File: config.mk
export PLATFORM = sky130hd
export DESIGN_NAME = ggrs_dist
export DESIGN_NICKNAME = d
export VERILOG_FILES = /design/src/rtl/ggrs_pkg.sv /design/src/rtl/ggrs_dist.sv
export SDC_FILE = /design/constraint.sdc
export NUM_CORES = 1
export LEC_CHECK = 0
export ABC_AREA = 1
export CAP_MARGIN = 20
export CORE_MARGIN = 2
export CORE_UTILIZATION = 57
export CTS_CLUSTER_DIAMETER = 100
export DETAILED_ROUTE_END_ITERATION = 8
export DONT_BUFFER_PORTS = 1
export GPL_TIMING_DRIVEN = 0
export PLACE_DENSITY = 0.78
export REMOVE_ABC_BUFFERS = 1
export SLEW_MARGIN = 10
export SYNTH_ARGS = -nofsm -noshare
export SYNTH_HDL_FRONTEND = slang
export SYNTH_SLANG_ARGS = --single-unit
File: constraint.sdc
create_clock -name i_clk -period 9.8 [get_ports i_clk]
set_clock_uncertainty 0.2 [all_clocks]
set_input_delay 2.45 -clock i_clk [delete_from_list [all_inputs] [get_ports i_clk]]
set_output_delay 2.45 -clock i_clk [all_outputs]
set_load 0.02 [all_outputs]
File: src/rtl/ggrs_pkg.sv
// ----------------------------------------------------------------------------
// ggrs_pkg: shared types and constants of the greedy route search core
// Table geometry, request and status codes and the node table word layout.
// ----------------------------------------------------------------------------
`timescale 1ns / 1ps
`default_nettype none

package ggrs_pkg;

    localparam int MAX_NODES  = 64;
    localparam int MAX_DEGREE = 8;
    localparam int NODE_W     = $clog2(MAX_NODES);
    localparam int SLOT_W     = $clog2(MAX_DEGREE);
    localparam int DEG_W      = 4;
    localparam int DEPTH_W    = NODE_W + 1;
    localparam int X_W        = 11;
    localparam int Y_W        = 10;
    localparam int LM_W       = 8;
    localparam int DIST_W     = 23;
    localparam int BEST_W     = 24;
    localparam int GUARD_W    = 9;

    localparam logic [BEST_W-1:0]  FAR_DISTANCE = 24'd9000000;
    localparam logic [GUARD_W-1:0] GUARD_LIMIT  = GUARD_W'(4 * MAX_NODES + 4);
    localparam logic [DEG_W-1:0]   DEG_MAX      = DEG_W'(MAX_DEGREE);

    // request kinds
    localparam logic [1:0] REQ_NODE  = 2'd0;
    localparam logic [1:0] REQ_NBR   = 2'd1;
    localparam logic [1:0] REQ_ROUTE = 2'd2;

    // result status codes
    localparam logic [1:0] ST_OK       = 2'd0;
    localparam logic [1:0] ST_REFUSED  = 2'd1;
    localparam logic [1:0] ST_NOTFOUND = 2'd2;
    localparam logic [1:0] ST_NOROUTE  = 2'd3;

    // config register indexes
    localparam logic [1:0] CFG_EXCL_A = 2'd0;
    localparam logic [1:0] CFG_EXCL_B = 2'd1;
    localparam logic [1:0] CFG_THRESH = 2'd2;
    localparam logic [1:0] CFG_MARGIN = 2'd3;

    typedef struct packed {
        logic [DEG_W-1:0] deg;
        logic [Y_W-1:0]   y;
        logic [X_W-1:0]   x;
        logic [LM_W-1:0]  lm;
    } t_node;

endpackage

`default_nettype wire

File: src/rtl/ggrs_dist.sv
// ----------------------------------------------------------------------------
// ggrs_dist: squared distance unit
// Registers dx*dx and dy*dy, then sums them for the compare stage.
// ----------------------------------------------------------------------------
`timescale 1ns / 1ps
`default_nettype none

module ggrs_dist
    import ggrs_pkg::*;
(
    input  wire logic              i_clk,
    input  wire logic [X_W-1:0]    i_x,
    input  wire logic [Y_W-1:0]    i_y,
    input  wire logic [X_W-1:0]    i_ex,
    input  wire logic [Y_W-1:0]    i_ey,
    output logic      [DIST_W-1:0] o_dist
);

    logic signed [X_W:0] dx;
    logic signed [Y_W:0] dy;
    logic [X_W-1:0]      adx;
    logic [Y_W-1:0]      ady;
    logic [2*X_W-1:0]    r_sqx;
    logic [2*Y_W-1:0]    r_sqy;

    assign dx = $signed({1'b0, i_x}) - $signed({1'b0, i_ex});
    assign dy = $signed({1'b0, i_y}) - $signed({1'b0, i_ey});

    // take magnitudes so the squares keep their full width
    assign adx = dx[X_W] ? X_W'(-dx) : dx[X_W-1:0];
    assign ady = dy[Y_W] ? Y_W'(-dy) : dy[Y_W-1:0];

    // register the squares
    always_ff @(posedge i_clk) begin
        r_sqx <= (2*X_W)'(adx) * (2*X_W)'(adx);
        r_sqy <= (2*Y_W)'(ady) * (2*Y_W)'(ady);
    end

    assign o_dist = DIST_W'(r_sqx) + DIST_W'(r_sqy);

endmodule

`default_nettype wire

==> results of run 1 <==
==> sequential cells by signal, indices dropped and copies added (netlist names) <==
register and flops:
r_sqx 21, r_sqy 19
==> Yosys cell counts (10+ instances only) <==
| master | count |
|---|---|
| nand2_1 | 249 |
| inv_1 | 286 |
| xor2_1 | 56 |
| a21oi_1 | 62 |
| ha_1 | 143 |
| nor3_1 | 10 |
| nand3_1 | 51 |
| dfxtp_1 | 40 |
| o21ai_0 | 30 |
| fa_1 | 113 |
| inv_2 | 21 |
| nor2_1 | 120 |
==> worst paths after layout <==
kind | start | end | slack (ns) | cells past startpoint
setup / recovery | i_x[0] | r_sqx[21]$_DFF_P_ | 0.45 | 34
hold / removal | i_y[1] | r_sqy[2]$_DFF_P_ | 2.40 | 2
==> routing by layer <==
layer / vias to the layer above / global-route usage / wire length (um)
li1: 3895 / - / -
met1: 3540 / 0.300 / 8800
met2: 194 / 0.400 / 8830
met3: 16 / 0.0319 / 1150
met4: 0 / 0.0221 / 174
met5: - / 0 / 0
==> worst max-delay path, delay by kind of cell <==
family	cells	cell delay, ns
buf+inv	10	0.81
compound gates	1	0.52
fa+ha+maj	9	3.90
simple gates	14	1.65
==> cell families after synthesis <==
kind of cell	count (synthesis)	share of synthesized area
buffers and inverters	316	0.128
flip-flops	40	0.0853
adder cells (fa/ha/maj)	256	0.432
AO/OA/AOI/OAI	120	0.0721
XOR/XNOR	71	0.0734
AND/OR/NAND/NOR	469	0.208
multiplexers	1	0.00120
==> layout make-up <==
type / count / share of cell area
multi-input cells: 917 / 0.754
inverters: 308 / 0.118
clock inverters: 2 / 0.00396
clock buffers: 6 / 0.0142
well taps: 216 / 0.0276
flip-flops and latches: 40 / 0.0818
==> metrics by stage <==
step                hold WS (ns)  utilization  setup slack (ns)  setup TNS, ns  instance area (um^2)
floorplan                   2.63            -             0.981              0                  9340
global placement            2.68        0.601            0.0595              0                  9610
detailed placement          2.68        0.601           -0.0342        -0.0342                  9610
CTS                         2.40        0.612             0.231              0                  9790
global route                2.41        0.612           0.00492              0                  9790
finish                      2.40        0.612             0.448              0                  9790
==> metrics, run 1 <==
drt wl/cell 12.7 um; Die Area 17,500 um^2; routed via count 7,645; critical path class input pin to register; Iter 0 DRT Violations 329; DRC violations left 0; Netlist cell types 44; drt total wl 18.9 mm; Mapped Area 9390 um^2; Final Non-Filler Cells 1,489; Hold Buf Count CTS 0; YS warnings 0; H-tree Lvls 2; Num CTS Buffers 5; Synth-to-Final Area Change 4.29%; share of cells above drive strength 1 0.0448; clk sink count 40; port buffer count 0; CTS tree yes; Primary FF master, synth dfxtp_1; Initial Util 0.587; worst min-delay path class input pin to register; crit path launch type input pin; Max Buffers Root-to-Sink 2; Async SR Flop Fraction 0; # resized after CTS 0; Root Buffer clkbuf_16; FF+latch area 801 um^2; Row Count 46; largest net degree at the start of global routing 14; core area 16,000 um^2; Min Clock Period, post-route 9.35 ns; post-CTS setup buffer count 0; GRT overflow 0; die width 132 um; worst relative slew slack 0.371; max cap viols 0; # setup viols final 0; largest stage delay on the critical path 0.56 ns; Placer Congestion 0.892; top-area cell type share of the netlist area 0.241; critical path's most frequent cell inv_1; Multi-input gate area 7380 um^2; remaining antenna violation count after routing 0; Yosys top cell by area fa_1; syn avg cell area 7.37 um^2; Die H 132 um; number of synthesized register bits 40; final-stage net count 1,571; post-synthesis sequential area ratio 0.0853; vias in the first global route 7,687; Slew @ Worst Pin 0.940 ns; commonest non-fill, non-tap cell in the layout inv_1; DP HPWL 16.5 mm; all-layer global routing usage 0.224; Mapped Cells 1,273; initial antenna violation count 0; Max Clock Freq 107 MHz; Ant. Diodes 0; most frequent cells in the layout inv_1, nand2_1, ha_1, nor2_1, fa_1; status finished clean; CTS clock-pin slew for the worst setup and hold paths 0.06 ns; max-slew violation count 0; worst-path fanout max 8; Placed Cells 1,481; Initial DRT Pass Iterations 5; Filler Cells Inserted 1,489; Synth area leaders fa_1, ha_1, inv_1, nand2_1, dfxtp_1; period utilisation layout 0.954; first-pass GRT wire length 33.0 mm; Required @ worst endpoint 9.78 ns; Worst EP arrival 9.33 ns; Vias/cell 5.13; EDFF count, synth 0; # IOs 66; Hold Fails Final Rpt 0; slowest library cell on the worst path fa_1; RSZ-0062 raised after global routing no; endpoint class of the critical path register
Power of run 1 is not shown: default switching activity piles up to over one toggle a cycle in this logic, so the estimate is an artifact.
==> run 2: changes to the inputs <==
--- a/config.mk
+++ b/config.mk
@@ -13,7 +13,7 @@
 export DETAILED_ROUTE_END_ITERATION = 8
 export DONT_BUFFER_PORTS = 1
 export GPL_TIMING_DRIVEN = 0
-export PLACE_DENSITY = 0.78
+export PLACE_DENSITY = 0.77
 export REMOVE_ABC_BUFFERS = 1
 export SLEW_MARGIN = 10
 export SYNTH_ARGS = -nofsm -noshare
==> run 2 against run 1 <==
Effect of this change:
- utilization decreased by 0.25 points
- first-iteration DRC count increased by 8.5%
- critical endpoint unchanged
- worst setup slack improved by 0.036 ns
==> metrics, run 2 (synthesis results as in run 1) <==
status finished clean; worst relative slew slack 0.321 (-0.0506); critical path's most frequent cell inv_1; CTS clock-pin slew for the worst setup and hold paths 0.06 ns (about the same); commonest non-fill, non-tap cell in the layout inv_1; vias in the first global route 7,542 (-1.9%); Worst Setup SP i_x[0]; share of cells above drive strength 1 0.0440 (-0.000751); most frequent cells in the layout inv_1, nand2_1, ha_1, nor2_1, fa_1; Initial DRT Pass Iterations 5 (unchanged); final-stage net count 1,571 (unchanged); drt wl/cell 12.5 um (-2.0%); Die Area 17,500 um^2 (unchanged); slowest library cell on the worst path fa_1; routed via count 7,623 (-0.29%); Root Buffer clkbuf_16; crit path launch type input pin; sink of the worst hold path r_sqy[2]$_DFF_P_; worst min-delay path class input pin to register; GRT overflow 0 (unchanged); Max Clock Freq 107 MHz (+0.39%); Multi-input gate area 7380 um^2 (unchanged); worst-path fanout max 8 (unchanged); Iter 0 DRT Violations 357 (+8.5%); drt total wl 18.6 mm (-2.0%); die width 132 um (unchanged); max reg flops 21 (unchanged); FF+latch area 801 um^2 (unchanged); Ant. Diodes 0 (unchanged); Placer Congestion 0.927 (+3.9%); Top delay family on crit path adder cells; hold path cells 2 (unchanged); Die H 132 um (unchanged); largest stage delay on the critical path 0.55 ns (about the same); Num CTS Buffers 5 (unchanged); endpoint class of the critical path register; core area 16,000 um^2 (unchanged); post-CTS setup buffer count 0 (unchanged); Top Registers r_sqx x21, r_sqy x19; DRC violations left 0 (unchanged); Biggest register r_sqx; Worst EP arrival 9.28 ns (-0.05 ns); largest net degree at the start of global routing 14 (unchanged); WP buf/inv 10 (unchanged); # setup viols final 0 (unchanged); # IOs 66 (unchanged); initial antenna violation count 0 (unchanged); Synth-to-Final Area Change 3.87%; first-pass GRT wire length 32.4 mm (-1.7%); Initial Util 0.587 (unchanged); port buffer count 0 (unchanged); Min Clock Period, post-route 9.32 ns (-0.0358 ns); Filler Cells Inserted 1,495 (+0.40%); Util after Layout 0.609 (-0.00250); CTS tree yes; Row Count 46 (unchanged); DP HPWL 16.4 mm (-0.88%); all-layer global routing usage 0.220 (-0.00373); Vias/cell 5.12 (-0.22%); RSZ-0062 raised after global routing no; max-slew violation count 0 (unchanged); hold path start i_y[1]; max cap viols 0 (unchanged); Slew @ Worst Pin 1.02 ns (+0.0756 ns); period utilisation layout 0.951 (-0.00366); Max Buffers Root-to-Sink 2 (unchanged); H-tree Lvls 2 (unchanged); Hold Fails Final Rpt 0 (unchanged); setup tns final 0 ns (unchanged); clk sink count 40 (unchanged); Required @ worst endpoint 9.77 ns (about the same); remaining antenna violation count after routing 0 (unchanged); critical path class input pin to register
-- run 2: how the worst max path moves through the flow --
stage / to / slack (ns) / cells after the start
finish: r_sqx[21]$_DFF_P_ / 0.48 / 34
detailed placement: r_sqx[21]$_DFF_P_ / 0.04 / 34
floorplan: r_sqx[17]$_DFF_P_ / 0.98 / 36
CTS: r_sqx[21]$_DFF_P_ / 0.30 / 34
global route: r_sqx[17]$_DFF_P_ / 0.01 / 36
global placement: r_sqx[21]$_DFF_P_ / 0.08 / 34
-- run 2: what timing repair did --
item	in CTS	in global routing
endpoints found under the setup margin	0	1
gates resized for setup	0	1
hold buffers	0	0
-- run 2: final cells by class --
cell class              count  share of cell area
inverters                 308               0.119
multi-input cells         917               0.757
well taps                 216              0.0277
flip-flops and latches     40              0.0821
clock inverters             2             0.00128
clock buffers               5              0.0128
-- run 2: through the flow --
step / area [um^2] / cells / hold slack (ns) / setup WS [ns]
3_3_place_gp: 9610 / 1481 / 2.66 / 0.0765
4_1_cts: 9750 / 1488 / 2.37 / 0.302
5_1_grt: 9750 / 1488 / 2.40 / 0.00954
6_report: 9750 / 1488 / 2.37 / 0.483
2_1_floorplan: 9340 / 1265 / 2.63 / 0.981
3_5_place_dp: 9610 / 1481 / 2.66 / 0.0449
-- run 2: metal layers --
layer  GRT usage  wire length, um  vias to the layer above
met3      0.0419             1090                       16
li1            -                -                     3898
met1       0.294             8740                     3532
met5           0                0                        -
met4      0.0203              106                        0
met2       0.386             8620                      177
Power of run 2 is left out for the same reason.
==> run 3: changes to the inputs <==
--- a/config.mk
+++ b/config.mk
@@ -5,7 +5,6 @@
 export SDC_FILE = /design/constraint.sdc
 export NUM_CORES = 1
 export LEC_CHECK = 0
-export ABC_AREA = 1
 export CAP_MARGIN = 20
 export CORE_MARGIN = 2
 export CORE_UTILIZATION = 57
@@ -15,6 +14,7 @@
 export GPL_TIMING_DRIVEN = 0
 export PLACE_DENSITY = 0.77
 export REMOVE_ABC_BUFFERS = 1
+export SKIP_LAST_GASP = 1
 export SLEW_MARGIN = 10
 export SYNTH_ARGS = -nofsm -noshare
 export SYNTH_HDL_FRONTEND = slang
==> run 3 against run 2 <==
Effect of this change:
- first-iteration DRC count down 5.3%
- die area decreased by 3.9%
- worst hold slack gained 0.12 ns
- cell count is 13% lower
- critical endpoint unchanged
- utilization increased by 4.2 points
- largest cell class unchanged
- synthesized cell count is 16% lower
- clock-buffer cell count increased by 1
- sequential share of layout area shrank 0.19 points
- sequential cell count unchanged
- wire length down 2.3%
- non-clock buffer count rose by 31
==> metrics, run 3 <==
grt peak-use layer met2; DP HPWL 14.3 mm (-12%); crit path launch type input pin; final-stage net count 1,386 (-12%); CTS clock-pin slew for the worst setup and hold paths 0.06 ns (about the same); core area 15,300 um^2 (-4.3%); most frequent cells in the layout inv_1, ha_1, nor2_1, fa_1, nand2_1; Die H 130 um (-2.0%); Yosys top cell by area fa_1; GRT overflow 0 (unchanged); largest net degree at the start of global routing 14 (unchanged); post-synthesis sequential area ratio 0.0888 (+0.00354); H-tree Lvls 2 (unchanged); Initial Util 0.589 (+0.00184); port buffer count 0 (unchanged); die width 130 um (-2.0%); routed via count 7,116 (-6.7%); CP endpoint r_sqx[21]$_DFF_P_; slowest library cell on the worst path fa_1; Util after Layout 0.652 (+0.0423); Hold Fails Final Rpt 0 (unchanged); Root Buffer clkbuf_16; EDFF count, synth 0 (unchanged); Slew @ Worst Pin 0.648 ns (-0.368 ns); most common cell in the synthesized netlist inv_1; Ant. Diodes 0 (unchanged); drt total wl 18.1 mm (-2.3%); CTS tree yes; first-pass GRT wire length 29.7 mm (-8.4%); largest stage delay on the critical path 0.53 ns (-0.02 ns); endpoint class of the critical path register; Iter 0 DRT Violations 338 (-5.3%); M3 GR Usage 0.0463 (+0.00442); DRC violations left 0 (unchanged); vias in the first global route 6,686 (-11%); RSZ-0062 raised after global routing yes; critical path's most frequent cell fa_1; GR Util met2 0.360 (-0.0266); Initial DRT Pass Iterations 5 (unchanged); critical path class input pin to register; max reg flops 21 (unchanged); Mapped Area 9010 um^2 (-4.0%); Max Clock Freq 104 MHz (-3.4%); YS warnings 0 (unchanged); Max Buffers Root-to-Sink 2 (unchanged); commonest non-fill, non-tap cell in the layout inv_1; Netlist cell types 67 (+52%); initial antenna violation count 0 (unchanged); clk sink count 40 (unchanged); syn avg cell area 8.46 um^2 (+15%); max-slew violation count 0 (unchanged); status finished clean; # IOs 66 (unchanged); Post-synth top cells inv_1, ha_1, nor2_1, fa_1, xnor2_1; Row Count 45 (-2.2%); met1 Use GR 0.296 (+0.00213); remaining antenna violation count after routing 0 (unchanged); Worst EP arrival 9.62 ns (+0.34 ns); Biggest register r_sqx; max cap viols 0 (unchanged); share of cells above drive strength 1 0.111 (+0.0672); Num CTS Buffers 5 (unchanged); Min Clock Period, post-route 9.65 ns (+0.333 ns); drt wl/cell 14.0 um (+12%); # setup viols final 0 (unchanged); worst-path fanout max 5 (-3); Primary FF master, synth dfxtp_1; all-layer global routing usage 0.215 (-0.00553); Placer Congestion 0.889 (-4.1%); Worst Setup SP i_x[0]; Top Registers r_sqx x21, r_sqy x19; worst relative slew slack 0.565 (+0.244); Vias/cell 5.48 (+6.9%); Synth-to-Final Area Change 10.7%; period utilisation layout 0.985 (+0.0339); Required @ worst endpoint 9.77 ns (about the same); Synth area leaders fa_1, ha_1, inv_1, dfxtp_1, nor2_1; Die Area 16,800 um^2 (-3.9%); top-area cell type share of the netlist area 0.251 (+0.0100); worst min-delay path class input pin to register; Async SR Flop Fraction 0 (unchanged); number of synthesized register bits 40 (unchanged); Mapped Cells 1,065 (-16%)
[run 3: changes by cell type in the layout (fill, tap and decap cells not counted), sizes merged, moves of 31 or more]
cell	previous run	this run
xnor2	12	61
nand2	256	47
nand3	52	8
inv	308	220
buf	0	31
xor2	59	21
[run 3: worst min-delay path by stage]
stage / startpoint / to / cells after the start
floorplan: i_y[1] / r_sqy[2]$_DFF_P_ / 2
global placement: r_sqx[21]$_DFF_P_ / o_dist[22] / 2
detailed placement: r_sqx[21]$_DFF_P_ / o_dist[22] / 2
CTS: i_x[1] / r_sqx[2]$_DFF_P_ / 2
global route: i_ex[0] / r_sqx[2]$_DFF_P_ / 2
finish: i_ex[0] / r_sqx[3]$_DFF_P_ / 3
[run 3: what timing repair did]
action	CTS	global route
pin swaps	7	40
endpoints found under the setup margin	7	13
gates cloned	0	1
hold buffers	0	0
gates resized for setup	18	50
buffers inserted	5	26
[run 3: cells by family (layout without fill, tap and decap cells)]
logic type,count (synthesis),after routing,synth area share
xor+xnor,83,83,0.0872
compound gates,167,167,0.126
mux,4,4,0.00472
flops,40,40,0.0888
simple gates,278,279,0.142
fa+ha+maj,256,256,0.449
buf+inv,237,259,0.102
[run 3: layout make-up]
type	instances	area, um^2
multi-input combinational	789	7690
fill	1294	5330
inverter	220	828
sequential	40	801
tap	211	264
timing repair buffer	31	245
clock buffer	6	139
clock inverter	2	15.0
[run 3: stage by stage]
stage / TNS (ns) / hold WS, ns / cell area (um^2) / setup slack (ns) / instances
after floorplan: -0.161 / 2.59 / 8920 / -0.161 / 1048
after global placement: -4.21 / 2.71 / 9190 / -0.890 / 1259
after detailed placement: -5.48 / 2.72 / 9190 / -0.988 / 1259
after CTS: -0.0592 / 2.50 / 9480 / -0.0542 / 1272
after global routing: -0.217 / 2.50 / 9980 / -0.113 / 1299
final: 0 / 2.49 / 9980 / 0.151 / 1299
[run 3: worst max-delay path: cells and delay by family]
family	cells	cell delay, ns
fa+ha+maj	8	3.31
xor+xnor	2	0.29
buf+inv	8	0.72
compound gates	8	1.42
simple gates	7	1.39
[run 3: layer usage]
| layer | vias to the layer above | wire [um] |
|---|---|---|
| li1 | 3471 | - |
| met1 | 3456 | 8170 |
| met2 | 176 | 8640 |
| met3 | 13 | 1210 |
| met4 | 0 | 114 |
| met5 | - | 0 |
Power of run 3 is left out for the same reason.
